$ cat config.mk
export PLATFORM = sky130hd
export DESIGN_NAME = p2s_cordic_cell
export DESIGN_NICKNAME = d
export VERILOG_FILES = /design/src/hw/rtl/p2s_pkg.sv /design/src/hw/rtl/p2s_cordic_cell.sv
export SDC_FILE = /design/constraint.sdc
export NUM_CORES = 1
export LEC_CHECK = 0
export BUFFER_PORTS_ARGS = -buffer_cell sky130_fd_sc_hd__clkbuf_2
export CORE_ASPECT_RATIO = 1.2
export CORE_UTILIZATION = 25
export CTS_CLUSTER_SIZE = 12
export DETAILED_ROUTE_END_ITERATION = 8
export GPL_TIMING_DRIVEN = 0
export PLACE_DENSITY = 0.5
export SLEW_MARGIN = 10
export SYNTH_ARGS = -nofsm -noshare
export SYNTH_HDL_FRONTEND = slang
export SYNTH_SLANG_ARGS = --single-unit
$ cat constraint.sdc
create_clock -name clk_i -period 0.8 [get_ports clk_i]
set_input_delay 0 -clock clk_i [delete_from_list [all_inputs] [get_ports clk_i]]
set_output_delay 0 -clock clk_i [all_outputs]
set_load 0.05 [all_outputs]
$ cat src/hw/rtl/p2s_pkg.sv
// Shared constants, register codes and the CORDIC arctangent table of the plate transform.
package p2s_pkg;

  localparam int unsigned CordIters = 20;
  localparam int unsigned CordW     = 33;
  localparam int unsigned AngW      = 29;

  localparam logic signed [CordW-1:0] CordGain = 33'sd652032874;

  localparam logic signed [26:0] FullCircle    = 27'sd23592960;
  localparam logic signed [26:0] HalfCircle    = 27'sd11796480;
  localparam logic signed [26:0] QuarterCircle = 27'sd5898240;

  localparam int PoleLimit = 93323264;

  typedef enum logic [2:0] {
    RegCenterX  = 3'd0,
    RegCenterY  = 3'd1,
    RegRotation = 3'd2,
    RegScaleX   = 3'd3,
    RegScaleY   = 3'd4,
    RegTargetRa = 3'd5,
    RegTargetDe = 3'd6,
    RegFlip     = 3'd7
  } cfg_reg_e;

  function automatic logic signed [AngW-1:0] atan_q20(input int unsigned idx);
    logic signed [AngW-1:0] val;
    case (idx)
      0:       val = 29'sd47185920;
      1:       val = 29'sd27855475;
      2:       val = 29'sd14718068;
      3:       val = 29'sd7471121;
      4:       val = 29'sd3750058;
      5:       val = 29'sd1876857;
      6:       val = 29'sd938658;
      7:       val = 29'sd469357;
      8:       val = 29'sd234682;
      9:       val = 29'sd117342;
      10:      val = 29'sd58671;
      11:      val = 29'sd29335;
      12:      val = 29'sd14668;
      13:      val = 29'sd7334;
      14:      val = 29'sd3667;
      15:      val = 29'sd1833;
      16:      val = 29'sd917;
      17:      val = 29'sd458;
      18:      val = 29'sd229;
      19:      val = 29'sd115;
      default: val = '0;
    endcase
    return val;
  endfunction

endpackage

$ cat src/hw/rtl/p2s_cordic_cell.sv
// One rotation-mode CORDIC iteration, registered, with side payload carried along.
module p2s_cordic_cell #(
  parameter int unsigned Iter  = 0,
  parameter int unsigned SideW = 1
) (
  input  logic                              clk_i,
  input  logic                              rst_ni,
  input  logic                              en_i,
  input  logic                              valid_i,
  input  logic signed [p2s_pkg::CordW-1:0]  x_i,
  input  logic signed [p2s_pkg::CordW-1:0]  y_i,
  input  logic signed [p2s_pkg::AngW-1:0]   z_i,
  input  logic        [SideW-1:0]           side_i,
  output logic                              valid_o,
  output logic signed [p2s_pkg::CordW-1:0]  x_o,
  output logic signed [p2s_pkg::CordW-1:0]  y_o,
  output logic signed [p2s_pkg::AngW-1:0]   z_o,
  output logic        [SideW-1:0]           side_o
);

  logic signed [p2s_pkg::CordW-1:0] xs, ys;
  logic signed [p2s_pkg::AngW-1:0]  at;

  assign xs = x_i >>> Iter;
  assign ys = y_i >>> Iter;
  assign at = p2s_pkg::atan_q20(Iter);

  always_ff @(posedge clk_i or negedge rst_ni) begin
    if (!rst_ni) begin
      valid_o <= 1'b0;
    end else if (en_i) begin
      valid_o <= valid_i;
    end
  end

  always_ff @(posedge clk_i) begin
    if (en_i) begin
      side_o <= side_i;
      if (!z_i[p2s_pkg::AngW-1]) begin
        x_o <= x_i - ys;
        y_o <= y_i + xs;
        z_o <= z_i - at;
      end else begin
        x_o <= x_i + ys;
        y_o <= y_i - xs;
        z_o <= z_i + at;
      end
    end
  end

endmodule

==> Flow_metrics.wiki <==
{| class="wikitable"
! Metric !! Value
|-
| Startpoint type of the worst setup path || input pin
|-
| Std-Cell Core Area || roughly 33000 um2
|-
| Startpoint of the most critical register-to-register path || valid_o
|-
| Number of antenna violations at the first check in global routing || 0
|-
| Total number of cells along the worst setup path || 11
|-
| Number of buffers on the longest clock path || 2
|-
| Ys flop type || edfxtp_1
|-
| Cell Rows || 73
|-
| Violations in the final reports || negative setup slack
|-
| Top Family by Delay on Critical Path || compound AO/OA/AOI/OAI gates
|-
| Clock root buffer || clkbuf_16
|-
| Cell breakdown of the critical path || clkbuf_16 -> ha_4 -> or2_1 -> o211ai_1 -> a211oi_4 -> nor4b_4 -> o41ai_4 -> a221o_1 -> a21bo_1 -> a211o_1 -> xnor2_1
|-
| Antenna Cells || 0
|-
| Number of buffers created by CTS || 9
|-
| Full die area || 34940 um2
|-
| Height of the chip || 204.6 um
|-
| Most common library cell in the layout ignoring fill and taps || edfxtp_1
|-
| Number of instances in the synthesized netlist || around 950
|-
| Achievable clock frequency || 396.1 MHz
|-
| Final cell area excluding filler cells || about 15000 um2
|-
| Post-route worst setup slack || -1.725 ns
|-
| Count of antenna-violating nets left after detailed routing || 0
|-
| Vias || roughly 8600
|-
| Number of storage elements in the synthesis netlist || 96
|-
| Global routing usage summed across all routing layers || ~18%
|-
| DIE WIDTH || 170.8 um
|-
| Top library cells by usage in the layout, fill and taps aside || 95 x edfxtp_1, 85 x clkbuf_2, 79 x clkbuf_8
|-
| Post-layout minimum cycle time || 2.525 ns
|-
| Crit path to || y_o[31]
|-
| Growth of design area from synthesis to finish || 72.81%
|-
| Worst vdd ir || roughly 1100 uV
|-
| First-pass GRT wire length || roughly 48000 um
|-
| Boundary Pins || 197
|-
| Layout net count || between 1000 and 1500
|-
| Cell with the biggest individual delay on the critical path || o211ai_1
|-
| Initial Utilization || around a quarter
|-
| Slew @ Worst Pin || approximately 1.0 ns
|-
| Remaining global-route overflow || 0
|-
| RSZ-0062 raised after global routing || true
|-
| Critical Path Start || x_i[1]
|-
| Worst Setup Slack post-DPL || -2.330 ns
|-
| Synth Net Count || roughly 1200
|-
| Endpoint of the lowest-slack register-to-register path || valid_o
|-
| HPWL after detailed placement || 24160 um
|-
| Startpoint-to-endpoint class of the critical path || input pin to flop
|-
| Critical path buffers and inverters || 1
|-
| Via count of the first global-routing pass || between 8000 and 9000
|-
| Clock tree from TritonCTS || built
|-
| Power per cell area || 1640 nW/um2
|-
| Arrival time of the worst setup path || between 2 and 3 ns
|-
| Pin count of the biggest net entering global routing || 43
|-
| Slowest Stage Delay on Critical Path || 0.45 ns
|-
| Clock slew at reported path FFs || around 0.09 ns
|-
| Clock latency of the later-clocked register in the worst-skew pair || 0.36 ns
|-
| Area post-placement || about 11000 um2
|-
| Post-detailed-routing wire length || 33120 um
|-
| Routed length per placed instance || ~19 um
|-
| Logic pwr share || 54.4%
|-
| Distinct cells, synth || 71
|-
| Relative max-transition margin || a little under a third
|-
| R2r setup slk || 0 ns
|-
| # DRC || 0
|-
| Internal || 14.28 mW
|-
| Post-synthesis sequential area ratio || roughly 34%
|-
| EDFF count, synth || between 90 and 100
|-
| Fill cell instance count of the final layout || 3202
|-
| Post-layout power || 24.23 mW
|-
| H-tree depth || 3
|-
| Synth Warn # || 0
|-
| Gp weighted congestion || between 0.8 and 0.9
|-
| Quantity of I/O buffers inserted on ports || 196
|-
| Worst clock skew || 0 ns
|-
| Outcome || finished with violations
|-
| Class of the tightest hold or removal check || input pin to flop
|-
| Fraction of registers with async set or reset after synthesis || ~1.0%
|-
| Share of total power consumed by net switching || 41.04%
|-
| CP required || roughly 0.91 ns
|-
| Total net switching power || approximately 9.9 mW
|-
| Max Fanout on Critical Path || 4
|-
| Clock Power Share || between 15 and 20%
|-
| Crit path capture type || flop
|-
| Maxcap violations || 0
|-
| Fraction of layout instances using a drive strength above 1 || between 40% and 50%
|-
| Total count of hold-check failures in the final report || 0
|-
| DRC violation total after the first TritonRoute iteration || roughly 320
|-
| Area of the mapped netlist || approximately 8500 um2
|-
| Leakage || 6.133 nW
|-
| Sequential group share of total power || between 20 and 30%
|-
| Logic depth of the worst register-to-register path || 1
|-
| Max-slew violation count || 0
|-
| Clock Sinks || between 90 and 100
|-
| Drt first pass iters || 4
|-
| Synthesized area per cell || 8.962 um2
|-
| Crit share post-route || 315.6%
|-
| Number of failing setup endpoints in the final timing report || 169
|-
| Via density per instance || about 4.9
|}
## worst min path at each step
stage	to	slack, ns	cells past startpoint	startpoint
2_1_floorplan	valid_o	-0.30	0	rst_ni
3_3_place_gp	valid_o	-0.22	1	rst_ni
3_5_place_dp	valid_o	-0.22	1	rst_ni
4_1_cts	x_o[17]	0.008	1	en_i
5_1_grt	x_o[17]	0.01	1	en_i
6_report	x_o[17]	0.002	1	en_i
## layer usage
| metal | track usage (%) | vias up | wire length (um) |
|---|---|---|---|
| met2 | 31.79 | 284 | 16590 |
| met3 | 3.632 | 56 | 1779 |
| li1 | - | 4090 | - |
| met1 | 21.88 | 4130 | 13820 |
| met5 | 0 | - | 0 |
| met4 | 7.876 | 0 | 932 |
## cells in the mapped netlist, drive strengths merged (6+ instances only)
| master | count | area (um2) |
|---|---|---|
| o21bai | 28 | 210.2 |
| o21ai | 63 | 315.3 |
| nand2 | 48 | 180.2 |
| nand3 | 11 | 55.05 |
| nor4 | 7 | 43.79 |
| ha | 103 | 1289 |
| nand4 | 8 | 50.05 |
| edfxtp | 95 | 2853 |
| nor2b | 13 | 81.33 |
| inv | 94 | 357.8 |
| nor2 | 76 | 285.3 |
| a221oi | 8 | 93.84 |
| clkbuf | 30 | 112.6 |
| nor3 | 17 | 85.08 |
| buf | 16 | 81.33 |
| a311oi | 6 | 52.55 |
| a211oi | 16 | 125.1 |
| xnor2 | 55 | 481.7 |
| nand2b | 12 | 75.07 |
| xor2 | 12 | 105.1 |
| mux2i | 11 | 110.1 |
| a21o | 18 | 135.1 |
| o31ai | 6 | 45.04 |
| o211ai | 6 | 45.04 |
| a21oi | 122 | 610.6 |
## cells by family (layout without fill, tap and decap cells)
family / after synthesis / after routing / share of synthesized area (%)
AOI/OAI and AO/OA: 316 / 316 / 23.68
and+or+nand+nor: 213 / 213 / 11.69
buffers and inverters: 142 / 484 / 6.542
adders and majority gates: 107 / 107 / 16.01
DFF: 96 / 96 / 33.66
xor gates and xnor gates: 67 / 67 / 6.864
muxes: 13 / 13 / 1.551
## state kept, by name (all words and copies together), names as in the netlist
signal   flops
y_o         33
x_o         32
z_o         29
side_o       1
valid_o      1
## stage by stage
stage                     utilization [%]  TNS, ns  hold WS [ns]  std cells
after global placement              32.24  -266.68       -0.2242       1600
final                               44.19   -96.84      0.002337       1746
after global routing                44.19  -103.75       0.01039       1746
after detailed placement            32.35  -131.85       -0.2177       1601
after floorplan                         -   -72.92       -0.2956        954
after CTS                           41.32   -95.81      0.007879       1705
## what timing repair did
action | CTS | global route
cloned | 2 | 1
endpoints found under the hold margin | 24 | 0
pin swaps | 124 | 110
hold buffers | 25 | 0
gates resized for setup | 426 | 167
buffers inserted | 67 | 45
setup endpoints to repair | 170 | 170
## final cells by class
cell class,instances,area (um2),area share (%)
Sequential cell,96,2879,19.49
Buffer,39,376.6,2.549
Clock inverter,5,32.53,0.2202
Tap cell,450,563.0,3.811
Timing Repair Buffer,333,3457,23.40
Clock buffer,11,232.7,1.575
Inverter,96,430.4,2.913
Multi-Input combinational cell,716,6803,46.04
## power groups by stage
| stage | Sequential, mW | Combinational [mW] | Clock (mW) |
|---|---|---|---|
| floorplan | 9.44 | 4.06 | 0 |
| global placement | 6.83 | 9.25 | 0 |
| detailed placement | 6.84 | 9.27 | 0 |
| CTS | 6.85 | 12.1 | 4.31 |
| global route | 6.97 | 13.8 | 4.45 |
| finish | 6.89 | 13.2 | 4.15 |
No activity file was read; power rests on OpenSTA's default activity.
