--- src/hw/rtl/p2s_div_cell.sv ---
// One restoring division step per lane: shift in a numerator bit, subtract when it fits.
module p2s_div_cell #(
  parameter int unsigned Lanes = 1,
  parameter int unsigned DivW  = 8,
  parameter int unsigned NumW  = 33,
  parameter int unsigned QuoW  = 33,
  parameter int unsigned SideW = 1
) (
  input  logic             clk_i,
  input  logic             rst_ni,
  input  logic             en_i,
  input  logic             valid_i,
  input  logic [DivW-1:0]  div_i,
  input  logic [DivW-1:0]  rem_i [Lanes],
  input  logic [NumW-1:0]  num_i [Lanes],
  input  logic [QuoW-1:0]  quo_i [Lanes],
  input  logic [SideW-1:0] side_i,
  output logic             valid_o,
  output logic [DivW-1:0]  div_o,
  output logic [DivW-1:0]  rem_o [Lanes],
  output logic [NumW-1:0]  num_o [Lanes],
  output logic [QuoW-1:0]  quo_o [Lanes],
  output logic [SideW-1:0] side_o
);

  logic [DivW:0]   trial [Lanes];
  logic [DivW:0]   diff  [Lanes];
  logic            fits  [Lanes];
  logic [DivW-1:0] rem_d [Lanes];

  always_comb begin
    for (int l = 0; l < Lanes; l++) begin
      trial[l] = {rem_i[l], num_i[l][NumW-1]};
      diff[l]  = trial[l] - {1'b0, div_i};
      fits[l]  = trial[l] >= {1'b0, div_i};
      rem_d[l] = fits[l] ? diff[l][DivW-1:0] : trial[l][DivW-1:0];
    end
  end

  always_ff @(posedge clk_i or negedge rst_ni) begin
    if (!rst_ni) begin
      valid_o <= 1'b0;
    end else if (en_i) begin
      valid_o <= valid_i;
    end
  end

  always_ff @(posedge clk_i) begin
    if (en_i) begin
      div_o  <= div_i;
      side_o <= side_i;
      for (int l = 0; l < Lanes; l++) begin
        rem_o[l] <= rem_d[l];
        num_o[l] <= {num_i[l][NumW-2:0], 1'b0};
        quo_o[l] <= {quo_i[l][QuoW-2:0], fits[l]};
      end
    end
  end

endmodule

--- config.mk ---
export PLATFORM = sky130hd
export DESIGN_NAME = p2s_div_cell
export DESIGN_NICKNAME = d
export VERILOG_FILES = /design/src/hw/rtl/p2s_div_cell.sv
export SDC_FILE = /design/constraint.sdc
export NUM_CORES = 1
export LEC_CHECK = 0
export BUFFER_PORTS_ARGS = -buffer_cell sky130_fd_sc_hd__buf_2
export CORE_MARGIN = 2
export CORE_UTILIZATION = 47
export DETAILED_ROUTE_END_ITERATION = 6
export HOLD_SLACK_MARGIN = 0.06
export PLACE_DENSITY = 0.84
export SYNTH_ARGS = -nofsm -noshare
export SYNTH_HDL_FRONTEND = slang
export SYNTH_SLANG_ARGS = --single-unit
--- constraint.sdc ---
create_clock -name clk_i -period 1.5 [get_ports clk_i]
set_clock_uncertainty 0.05 [all_clocks]
set_input_delay 0.225 -clock clk_i [delete_from_list [all_inputs] [get_ports clk_i]]
set_output_delay 0.225 -clock clk_i [all_outputs]
set_load 0.01 [all_outputs]
==> results.py, run 1 <==
metrics = {
    "synth": {
        "synthCells": 152,
        "synth-adder-area-share": 0.03939,
        "synth.avg_cell_area_sq_um": 20.06,
        "synth_compound_area_frac": 0.04555,
        "yosys.area.top_type": "edfxtp_1",
        "synthSimpleGateAreaFrac": 0.02503,
        "syn-num-nets": 248,
        "synth_area_leaders": "edfxtp_1 (81%), ha_1 (3.3%), mux2_4 (3.0%), inv_1 (1.5%), xnor2_1 (0.86%)",
        "syn-cell-area_sq_um": 3049,
        "synth_top_family_by_area": "compound AO/OA/AOI/OAI gates",
        "synth-seq-area-share": 0.8158,
        "synth_top_cell_area_share": 0.8076,
        "yosys_warnings": 0,
        "ys_types": 33,
        "synthMuxAreaShare": 0.03980,
        "yosys_register_bits": 83,
        "synth_xor_area_frac": 0.008617,
    },
    "pwr": {
        "ir_drop_mv": 0.9420,
        "total_power_mw": 5.491,
        "pwr_density_cell_nw_per_um2": 1023,
        "leakage_nw": 2.346,
    },
    "clock_network": {
        "clk_pin_slew_ns": 0.08,
        "ctsRootBufferMaster": "clkbuf_8",
        "clock-sinks": 83,
        "cts_tree": "yes",
        "clk_latency_ns": 0.33,
        "clk_path_buf_depth": 2,
        "cts_buffers": 9,
        "h-tree-depth": 3,
    },
    "global_routing": {
        "track_usage": 0.3043,
        "grt_pass1_wl_microns": 15700,
        "grt_max_degree": 32,
        "antenna_found_initial": 1,
        "grt_pass1_vias": 2700,
        "globalRouteOverflowTotal": 0,
    },
    "setup_path": {
        "r2r_cells": 1,
        "crit_path_end_kind": "flop",
        "critPathKind": "input port to flop",
        "critPathMaxFanout": 4,
        "cp-startpoint": "div_i[6]",
        "r2r_slack_ns": 0.68,
        "start_kind": "input port",
        "rr_endpoint": "valid_o",
        "endpoint": "rem_o[7]",
        "critPathArrivalTime_ns": 1.90,
        "timing.rr.start": "valid_o",
        "required_ns": 1.66,
    },
    "place": {
        "portBuffers": 168,
        "place_hpwl_microns": 5774,
        "gp_congestion": 0.8569,
        "placedCellCount": 422,
    },
    "timing": {
        "setup_violations": 9,
        "hold_violations": 0,
        "fin_crit_ns": 1.740,
        "fin_ws_ns": -0.2399,
        "finalMaxSlewViolations": 0,
        "max_freq_mhz": 574.8,
        "rsz0062_at_grt": "yes",
        "finalCritPeriodShare": 1.160,
    },
    "job": {
        "cap_violations": 0,
    },
    "routing": {
        "wire_per_inst_microns": 21.53,
        "postRouteAntennaNets": 0,
        "vias_per_cell": 5.111,
        "dr_total_vias": 2627,
        "drc_errors": 0,
        "drt_first_pass_iters": 4,
        "totalWireLength_microns": 11070,
        "drt_iter0_drc": 304,
    },
    "floorplanning": {
        "coreArea_sq_um": 6314,
        "start_util": 0.4830,
        "fp.dieW_microns": 84.55,
        "dieArea_sq_um": 7148,
        "die_y_microns": 84.55,
        "pin_count": 171,
        "rows": 29,
    },
    "cells_and_area": {
        "layout_commonest_cell": "buf_2",
        "finalNonFillerCells": 514,
        "layout.nets": 529,
        "syn_to_final_growth_pct": 76.12,
        "final_cell_mix": "buf_2 (162), edfxtp_1 (82), dlygate4sd3_1 (74)",
        "drive_gt1_frac": 0.5619,
    },
    "outcome": {
        "violations": "setup timing",
        "outcome": "finished with violations",
    },
    "min_path": {
        "hold_path_class": "input port to flop",
    },
}
[worst min-delay path by stage]
stage	from	end	depth (start not counted)
floorplan	rst_ni	valid_o	0
global placement	rst_ni	valid_o	1
detailed placement	rst_ni	valid_o	1
CTS	valid_i	valid_o	2
global route	div_i[4]	div_o[4]	2
finish	div_i[4]	div_o[4]	2
[state kept, by name (all words and copies together), names as in the netlist]
register,cells
side_o,1
quo_o,33
rem_o,8
div_o,8
num_o,32
valid_o,1
[cells by family (layout without fill, tap and decap cells)]
logic type                 count (synthesis)  in the layout
and+or+nand+nor                           15             15
AOI/OAI and AO/OA                         17             17
adders and majority gates                  9              9
buffers and inverters                     15            299
DFF                                       83             83
muxes                                      9              9
xor gates and xnor gates                   3              3
other                                      1              2
[layout make-up]
| type | count | area [sq um] |
|---|---|---|
| Sequential cell | 83 | 2487 |
| Tap cell | 77 | 96.34 |
| Clock inverter | 4 | 43.79 |
| Clock buffer | 10 | 127.6 |
| Antenna cell | 1 | 2.502 |
| Fill cell | 271 | 943.4 |
| Timing Repair Buffer | 273 | 1898 |
| Multi-Input combinational cell | 54 | 651.9 |
| Inverter | 12 | 62.56 |
[metal layers]
metal,track usage,part of all wire,wire (microns)
met5,0,0,0
met4,0.1010,0.021,235
met3,0.08948,0.084,934
met2,0.5204,0.52,5712
met1,0.3725,0.38,4183
[report_power, final]
group	switching (mW)	leakage, nW	internal, mW
registers	0.0715	0.814	2.78
clock network	0.771	0.0894	0.743
logic	0.523	1.44	0.605
total	1.37	2.35	4.13
[Yosys cell counts]
master,count
o311a_2,1
nand2b_1,2
buf_6,2
o21a_1,2
ha_1,8
fa_1,1
nor2_1,4
nor3_1,3
conb_1,1
nor4_1,1
a211oi_2,1
xnor2_1,3
a21o_2,1
o21ai_0,2
a211oi_1,1
a311o_1,1
edfxtp_1,82
nand3_1,2
o31a_1,1
mux2i_1,2
a211o_1,1
nor3b_1,1
dfrtp_1,1
inv_1,12
mux2_2,1
a2111oi_2,1
buf_4,1
mux2_4,6
nor2b_1,1
a21o_1,2
nand2_1,1
a31oi_1,1
a21oi_1,2
[critical path, cell delays in order]
cell     delay (ns)
buf_6          0.08
inv_4          0.03
ha_4           0.25
a21o_1         0.20
buf_4          0.14
buf_4          0.14
o311a_2        0.39
nor3_1         0.25
mux2_4         0.19
[through the flow]
stage | cell area (sq um) | util | TNS, ns | hold WS [ns] | setup WS (ns)
6_report | 5370 | 0.8506 | -1.760 | 0.1301 | -0.2399
5_1_grt | 5370 | 0.8506 | -2.237 | 0.1233 | -0.3057
4_1_cts | 5328 | 0.8438 | -1.819 | 0.06057 | -0.2342
3_5_place_dp | 4262 | 0.6750 | -5.665 | -0.04955 | -0.7016
3_3_place_gp | 4262 | 0.6750 | -5.205 | -0.04968 | -0.6744
2_1_floorplan | 3092 | - | -3.314 | -0.1206 | -0.4554
[repair_timing]
item,4_1_cts,5_1_grt
pin swaps,12,3
endpoints found under the hold margin,73,1
endpoints found under the setup margin,9,9
gates resized for setup,25,7
setup buffers,3,0
hold buffers,73,1
No activity file was read; power rests on OpenSTA's default activity.
==> run 2: changes to the inputs <==
--- a/config.mk
+++ b/config.mk
@@ -7,10 +7,10 @@
 export LEC_CHECK = 0
 export BUFFER_PORTS_ARGS = -buffer_cell sky130_fd_sc_hd__buf_2
 export CORE_MARGIN = 2
-export CORE_UTILIZATION = 47
+export CORE_UTILIZATION = 46
 export DETAILED_ROUTE_END_ITERATION = 6
 export HOLD_SLACK_MARGIN = 0.06
-export PLACE_DENSITY = 0.84
+export PLACE_DENSITY = 0.83
 export SYNTH_ARGS = -nofsm -noshare
 export SYNTH_HDL_FRONTEND = slang
 export SYNTH_SLANG_ARGS = --single-unit
==> results.py, run 2 (same netlist as run 1, synthesis figures left out) <==
metrics = {
    "outcome": {
        "outcome": "finished with violations",
        "violations": "setup timing",
    },
    "setup_path": {
        "crit_chain": "buf_8 -> inv_12 -> ha_4 -> fa_2 -> nor2b_2 -> o31a_1 -> nor4_1 -> a311o_1 -> mux2_4",
        "critPathArrivalTime_ns": 1.87,
        "endpoint": "rem_o[6]",
        "crit_path_end_kind": "flop",
        "critPathKind": "input port to flop",
        "rr_endpoint": "valid_o",
        "crit_family": "adder cells",
        "cp.buffers_inverters": 2,
        "slowest_delay_ns": 0.37,
        "r2r_cells": 1,
        "r2r_slack_ns": 0.71,
        "crit_slowest_cell": "fa_2",
        "start_kind": "input port",
        "critPathMaxFanout": 2,
        "required_ns": 1.56,
        "timing.rr.start": "valid_o",
        "cp.depth": 9,
        "cp-startpoint": "num_i[32]",
    },
    "floorplanning": {
        "start_util": 0.4775,
        "dieArea_sq_um": 7296,
        "coreArea_sq_um": 6386,
        "pin_count": 171,
        "rows": 29,
        "fp.dieW_microns": 85.42,
        "die_y_microns": 85.42,
    },
    "pwr": {
        "pwr_density_cell_nw_per_um2": 1025,
        "ir_drop_mv": 0.9663,
        "leakage_nw": 2.351,
        "total_power_mw": 5.539,
    },
    "cells_and_area": {
        "diodes": 0,
        "top_register": "quo_o",
        "seqCellArea_sq_um": 2487,
        "final_cell_mix": "buf_2 (159), edfxtp_1 (82), dlygate4sd3_1 (73)",
        "fillers": 283,
        "largest_reg_flops": 33,
        "finalNonFillerCells": 516,
        "syn_to_final_growth_pct": 77.27,
        "reg_top3": "quo_o: 33 flops, num_o: 32 flops",
        "final_core_util": 0.8464,
        "layout_commonest_cell": "buf_2",
        "layout.nets": 530,
        "drive_gt1_frac": 0.5695,
        "multi_input_area_sq_um": 656.9,
    },
    "global_routing": {
        "grt_pass1_vias": 2848,
        "track_usage": 0.3395,
        "antenna_found_initial": 0,
        "grt_pass1_wl_microns": 17550,
        "grt_max_degree": 30,
        "globalRouteOverflowTotal": 0,
    },
    "timing": {
        "finalCritPeriodShare": 1.206,
        "whs_ns": 0.08493,
        "fin_ws_ns": -0.3094,
        "finalMaxSlewViolations": 0,
        "rsz0062_at_grt": "yes",
        "fin_crit_ns": 1.809,
        "setup_violations": 9,
        "max_freq_mhz": 552.7,
        "hold_violations": 0,
    },
    "routing": {
        "postRouteAntennaNets": 0,
        "totalWireLength_microns": 12230,
        "vias_per_cell": 5.285,
        "dr_total_vias": 2727,
        "drt_iter0_drc": 241,
        "wire_per_inst_microns": 23.70,
        "drc_errors": 0,
        "drt_first_pass_iters": 5,
    },
    "place": {
        "gp_congestion": 0.8677,
        "placedCellCount": 420,
        "place_hpwl_microns": 5887,
        "portBuffers": 168,
    },
    "clock_network": {
        "h-tree-depth": 3,
        "clk_path_buf_depth": 2,
        "clk_pin_slew_ns": 0.09,
        "cts_buffers": 9,
        "clock-sinks": 83,
        "cts_tree": "yes",
        "clk_latency_ns": 0.35,
        "ctsRootBufferMaster": "clkbuf_8",
    },
    "job": {
        "cap_violations": 0,
    },
    "min_path": {
        "hp-start": "div_i[4]",
        "hold_path_class": "input port to flop",
    },
}
## run 2: changes by cell type in the layout (fill, tap and decap cells not counted), moves of 2 or more
cell	delta
inv_1	+2
buf_4	+3
inv_2	-2
inv_6	+2
clkinvlp_4	+4
buf_2	-3
buf_8	+2
## run 2: through the flow
| stage | setup TNS, ns | instance area [sq um] | setup WS [ns] |
|---|---|---|---|
| final | -1.447 | 5405 | -0.3094 |
| after CTS | -0.8987 | 5354 | -0.1524 |
| after floorplan | -3.314 | 3092 | -0.4554 |
| after global routing | -1.703 | 5405 | -0.3188 |
| after global placement | -5.041 | 4247 | -0.7033 |
| after detailed placement | -5.300 | 4247 | -0.7440 |
## run 2: area by class of cell
type,count,share of cell area
well taps,77,0.01782
flip-flops and latches,83,0.4602
clock buffers,9,0.02292
clock inverters,7,0.009722
inverters,12,0.01157
repair buffers,274,0.3563
multi-input cells,54,0.1215
## run 2: how the worst min path moves through the flow
stage | slack, ns | endpoint | cells after the start
2_1_floorplan | -0.12 | valid_o | 0
3_3_place_gp | -0.05 | valid_o | 1
3_5_place_dp | -0.05 | valid_o | 1
4_1_cts | 0.11 | div_o[7] | 2
5_1_grt | 0.07 | div_o[4] | 2
6_report | 0.08 | div_o[4] | 2
## run 2: layer usage
metal / GRT usage / wire [microns]
met2: 0.5966 / 6331
met5: 0 / 0
met4: 0.1501 / 588
met1: 0.3825 / 4169
met3: 0.09922 / 1139
## run 2: power breakdown
part	internal (mW)	switching [mW]	leakage, nW	total (mW)
clock network	0.610	0.888	0.0783	1.50
logic	0.622	0.565	1.46	1.19
registers	2.78	0.0766	0.814	2.85
total	4.01	1.53	2.35	5.54
## run 2: timing repair
item                                   4_1_cts  5_1_grt
setup endpoints to repair                    8        9
gates resized for setup                     24       13
endpoints found under the hold margin       73        0
hold buffers                                73        0
setup buffers                                7        0
pin swaps                                   12        8
==> run 3: changes to the inputs <==
--- a/config.mk
+++ b/config.mk
@@ -11,6 +11,7 @@
 export DETAILED_ROUTE_END_ITERATION = 6
 export HOLD_SLACK_MARGIN = 0.06
 export PLACE_DENSITY = 0.83
+export REMOVE_ABC_BUFFERS = 1
 export SYNTH_ARGS = -nofsm -noshare
 export SYNTH_HDL_FRONTEND = slang
 export SYNTH_SLANG_ARGS = --single-unit
==> results.py, run 3 (same netlist as run 1, synthesis figures left out) <==
metrics = {
    "outcome": {
        "outcome": "finished with violations",
        "violations": "setup timing",
    },
    "clock_network": {
        "clock-sinks": 83,
        "clk_latency_ns": 0.32,
        "cts_tree": "yes",
        "ctsRootBufferMaster": "clkbuf_8",
        "cts_buffers": 9,
        "clk_path_buf_depth": 2,
        "h-tree-depth": 3,
        "clk_pin_slew_ns": 0.08,
    },
    "floorplanning": {
        "rows": 29,
        "fp.dieW_microns": 85.42,
        "dieArea_sq_um": 7296,
        "die_y_microns": 85.42,
        "coreArea_sq_um": 6386,
        "start_util": 0.4775,
        "pin_count": 171,
    },
    "timing": {
        "fin_crit_ns": 1.761,
        "fin_ws_ns": -0.2614,
        "finalCritPeriodShare": 1.174,
        "setup_violations": 9,
        "hold_violations": 0,
        "tns_ns": -1.414,
        "rsz0062_at_grt": "yes",
        "max_freq_mhz": 567.7,
        "finalMaxSlewViolations": 0,
    },
    "pwr": {
        "pwr-share-clk": 0.264,
        "leakage_nw": 2.316,
        "internal-power_mw": 3.975,
        "pwr_density_cell_nw_per_um2": 999.7,
        "p_sw_mw": 1.336,
        "pwr-share-seq": 0.533,
        "p_sw_frac": 0.2516,
        "ir_drop_mv": 0.7933,
        "p_comb_frac": 0.203,
    },
    "cells_and_area": {
        "reg_top3": "quo_o: 33 flops, num_o: 32 flops",
        "seqCellArea_sq_um": 2487,
        "largest_reg_flops": 33,
        "layout_commonest_cell": "buf_2",
        "top_register": "quo_o",
        "final_cell_mix": "buf_2 (162), edfxtp_1 (82), dlygate4sd3_1 (71)",
        "syn_to_final_growth_pct": 74.23,
        "drive_gt1_frac": 0.5705,
        "fillers": 337,
        "finalNonFillerCells": 518,
        "layout.nets": 531,
        "multi_input_area_sq_um": 626.9,
    },
    "global_routing": {
        "antenna_found_initial": 1,
        "grt_pass1_wl_microns": 14040,
        "grt_max_degree": 36,
        "grt_pass1_vias": 2649,
        "track_usage": 0.2585,
        "globalRouteOverflowTotal": 0,
    },
    "setup_path": {
        "crit_family": "adder cells",
        "start_kind": "input port",
        "cp.buffers_inverters": 2,
        "crit_chain": "buf_6 -> inv_4 -> ha_4 -> fa_2 -> nor2b_2 -> o31a_1 -> nor4_1 -> a311o_1 -> mux2_4",
        "required_ns": 1.53,
        "crit_slowest_cell": "fa_2",
        "critPathArrivalTime_ns": 1.80,
        "critPathMaxFanout": 2,
        "slowest_delay_ns": 0.40,
        "critPathKind": "input port to flop",
        "crit_path_end_kind": "flop",
    },
    "place": {
        "portBuffers": 168,
        "post-place-ws_ns": -0.7141,
        "gp_congestion": 0.8627,
        "place_hpwl_microns": 5517,
        "placedCellCount": 425,
    },
    "min_path": {
        "hold_path_class": "input port to flop",
    },
    "routing": {
        "wire_per_inst_microns": 18.28,
        "drt_iter0_drc": 120,
        "drc_errors": 0,
        "postRouteAntennaNets": 0,
        "totalWireLength_microns": 9471,
        "drt_first_pass_iters": 4,
        "dr_total_vias": 2535,
        "vias_per_cell": 4.894,
    },
    "job": {
        "cap_violations": 0,
    },
}
## run 3: cell types whose count changed in the layout (fill, tap and decap cells not counted), sizes merged
cell / change
dlygate4sd3: -2
diode: +1
clkbuf: +2
clkinv: -1
buf: +3
inv: -1
## run 3: metrics by stage
step	power [mW]	cell area, sq um	hold WS (ns)	utilization
2_1_floorplan	3.202	3019	-0.1206	-
3_3_place_gp	3.651	4204	-0.04994	0.6583
3_5_place_dp	3.682	4204	-0.04919	0.6583
4_1_cts	5.263	5274	0.06208	0.8258
5_1_grt	5.504	5313	0.07802	0.8319
6_report	5.311	5313	0.09111	0.8319
## run 3: final cells by class
cell class              count  area share
diodes                      1   0.0004710
clock inverters             5    0.007301
well taps                  77     0.01813
flip-flops and latches     83      0.4682
inverters                  12    0.009421
repair buffers            275      0.3537
clock buffers              11     0.02473
multi-input cells          54      0.1180
## run 3: worst paths after layout
path / from / to / slack, ns / cells after the start
setup / recovery: num_i[32] / rem_o[6] / -0.26 / 9
hold / removal: valid_i / valid_o / 0.09 / 2
setup reg to reg: valid_o / valid_o / 0.68 / 1
hold reg to reg: valid_o / valid_o / 0.49 / 1
max in group asynchronous: rst_ni / valid_o / 1.17 / 2
min in group asynchronous: rst_ni / valid_o / 0.15 / 2
## run 3: timing repair
item	CTS	global route
endpoints found under the hold margin	71	0
hold buffers	71	0
resized for setup	29	7
buffers inserted	4	1
pin swaps	10	5
setup endpoints to repair	9	9
## run 3: metal layers
metal	track usage	wire length, microns	vias up
li1	-	-	1150
met1	0.2975	3571	1232
met2	0.4517	4902	129
met3	0.07296	657	24
met4	0.1097	340	0
met5	0	0	-
## run 3: power groups by stage
stage / sequential, mW / combinational [mW] / clock (mW)
floorplan: 2.99 / 0.209 / 0
global placement: 2.86 / 0.787 / 0
detailed placement: 2.87 / 0.811 / 0
CTS: 2.82 / 1.03 / 1.41
global route: 2.85 / 1.15 / 1.51
finish: 2.83 / 1.08 / 1.40
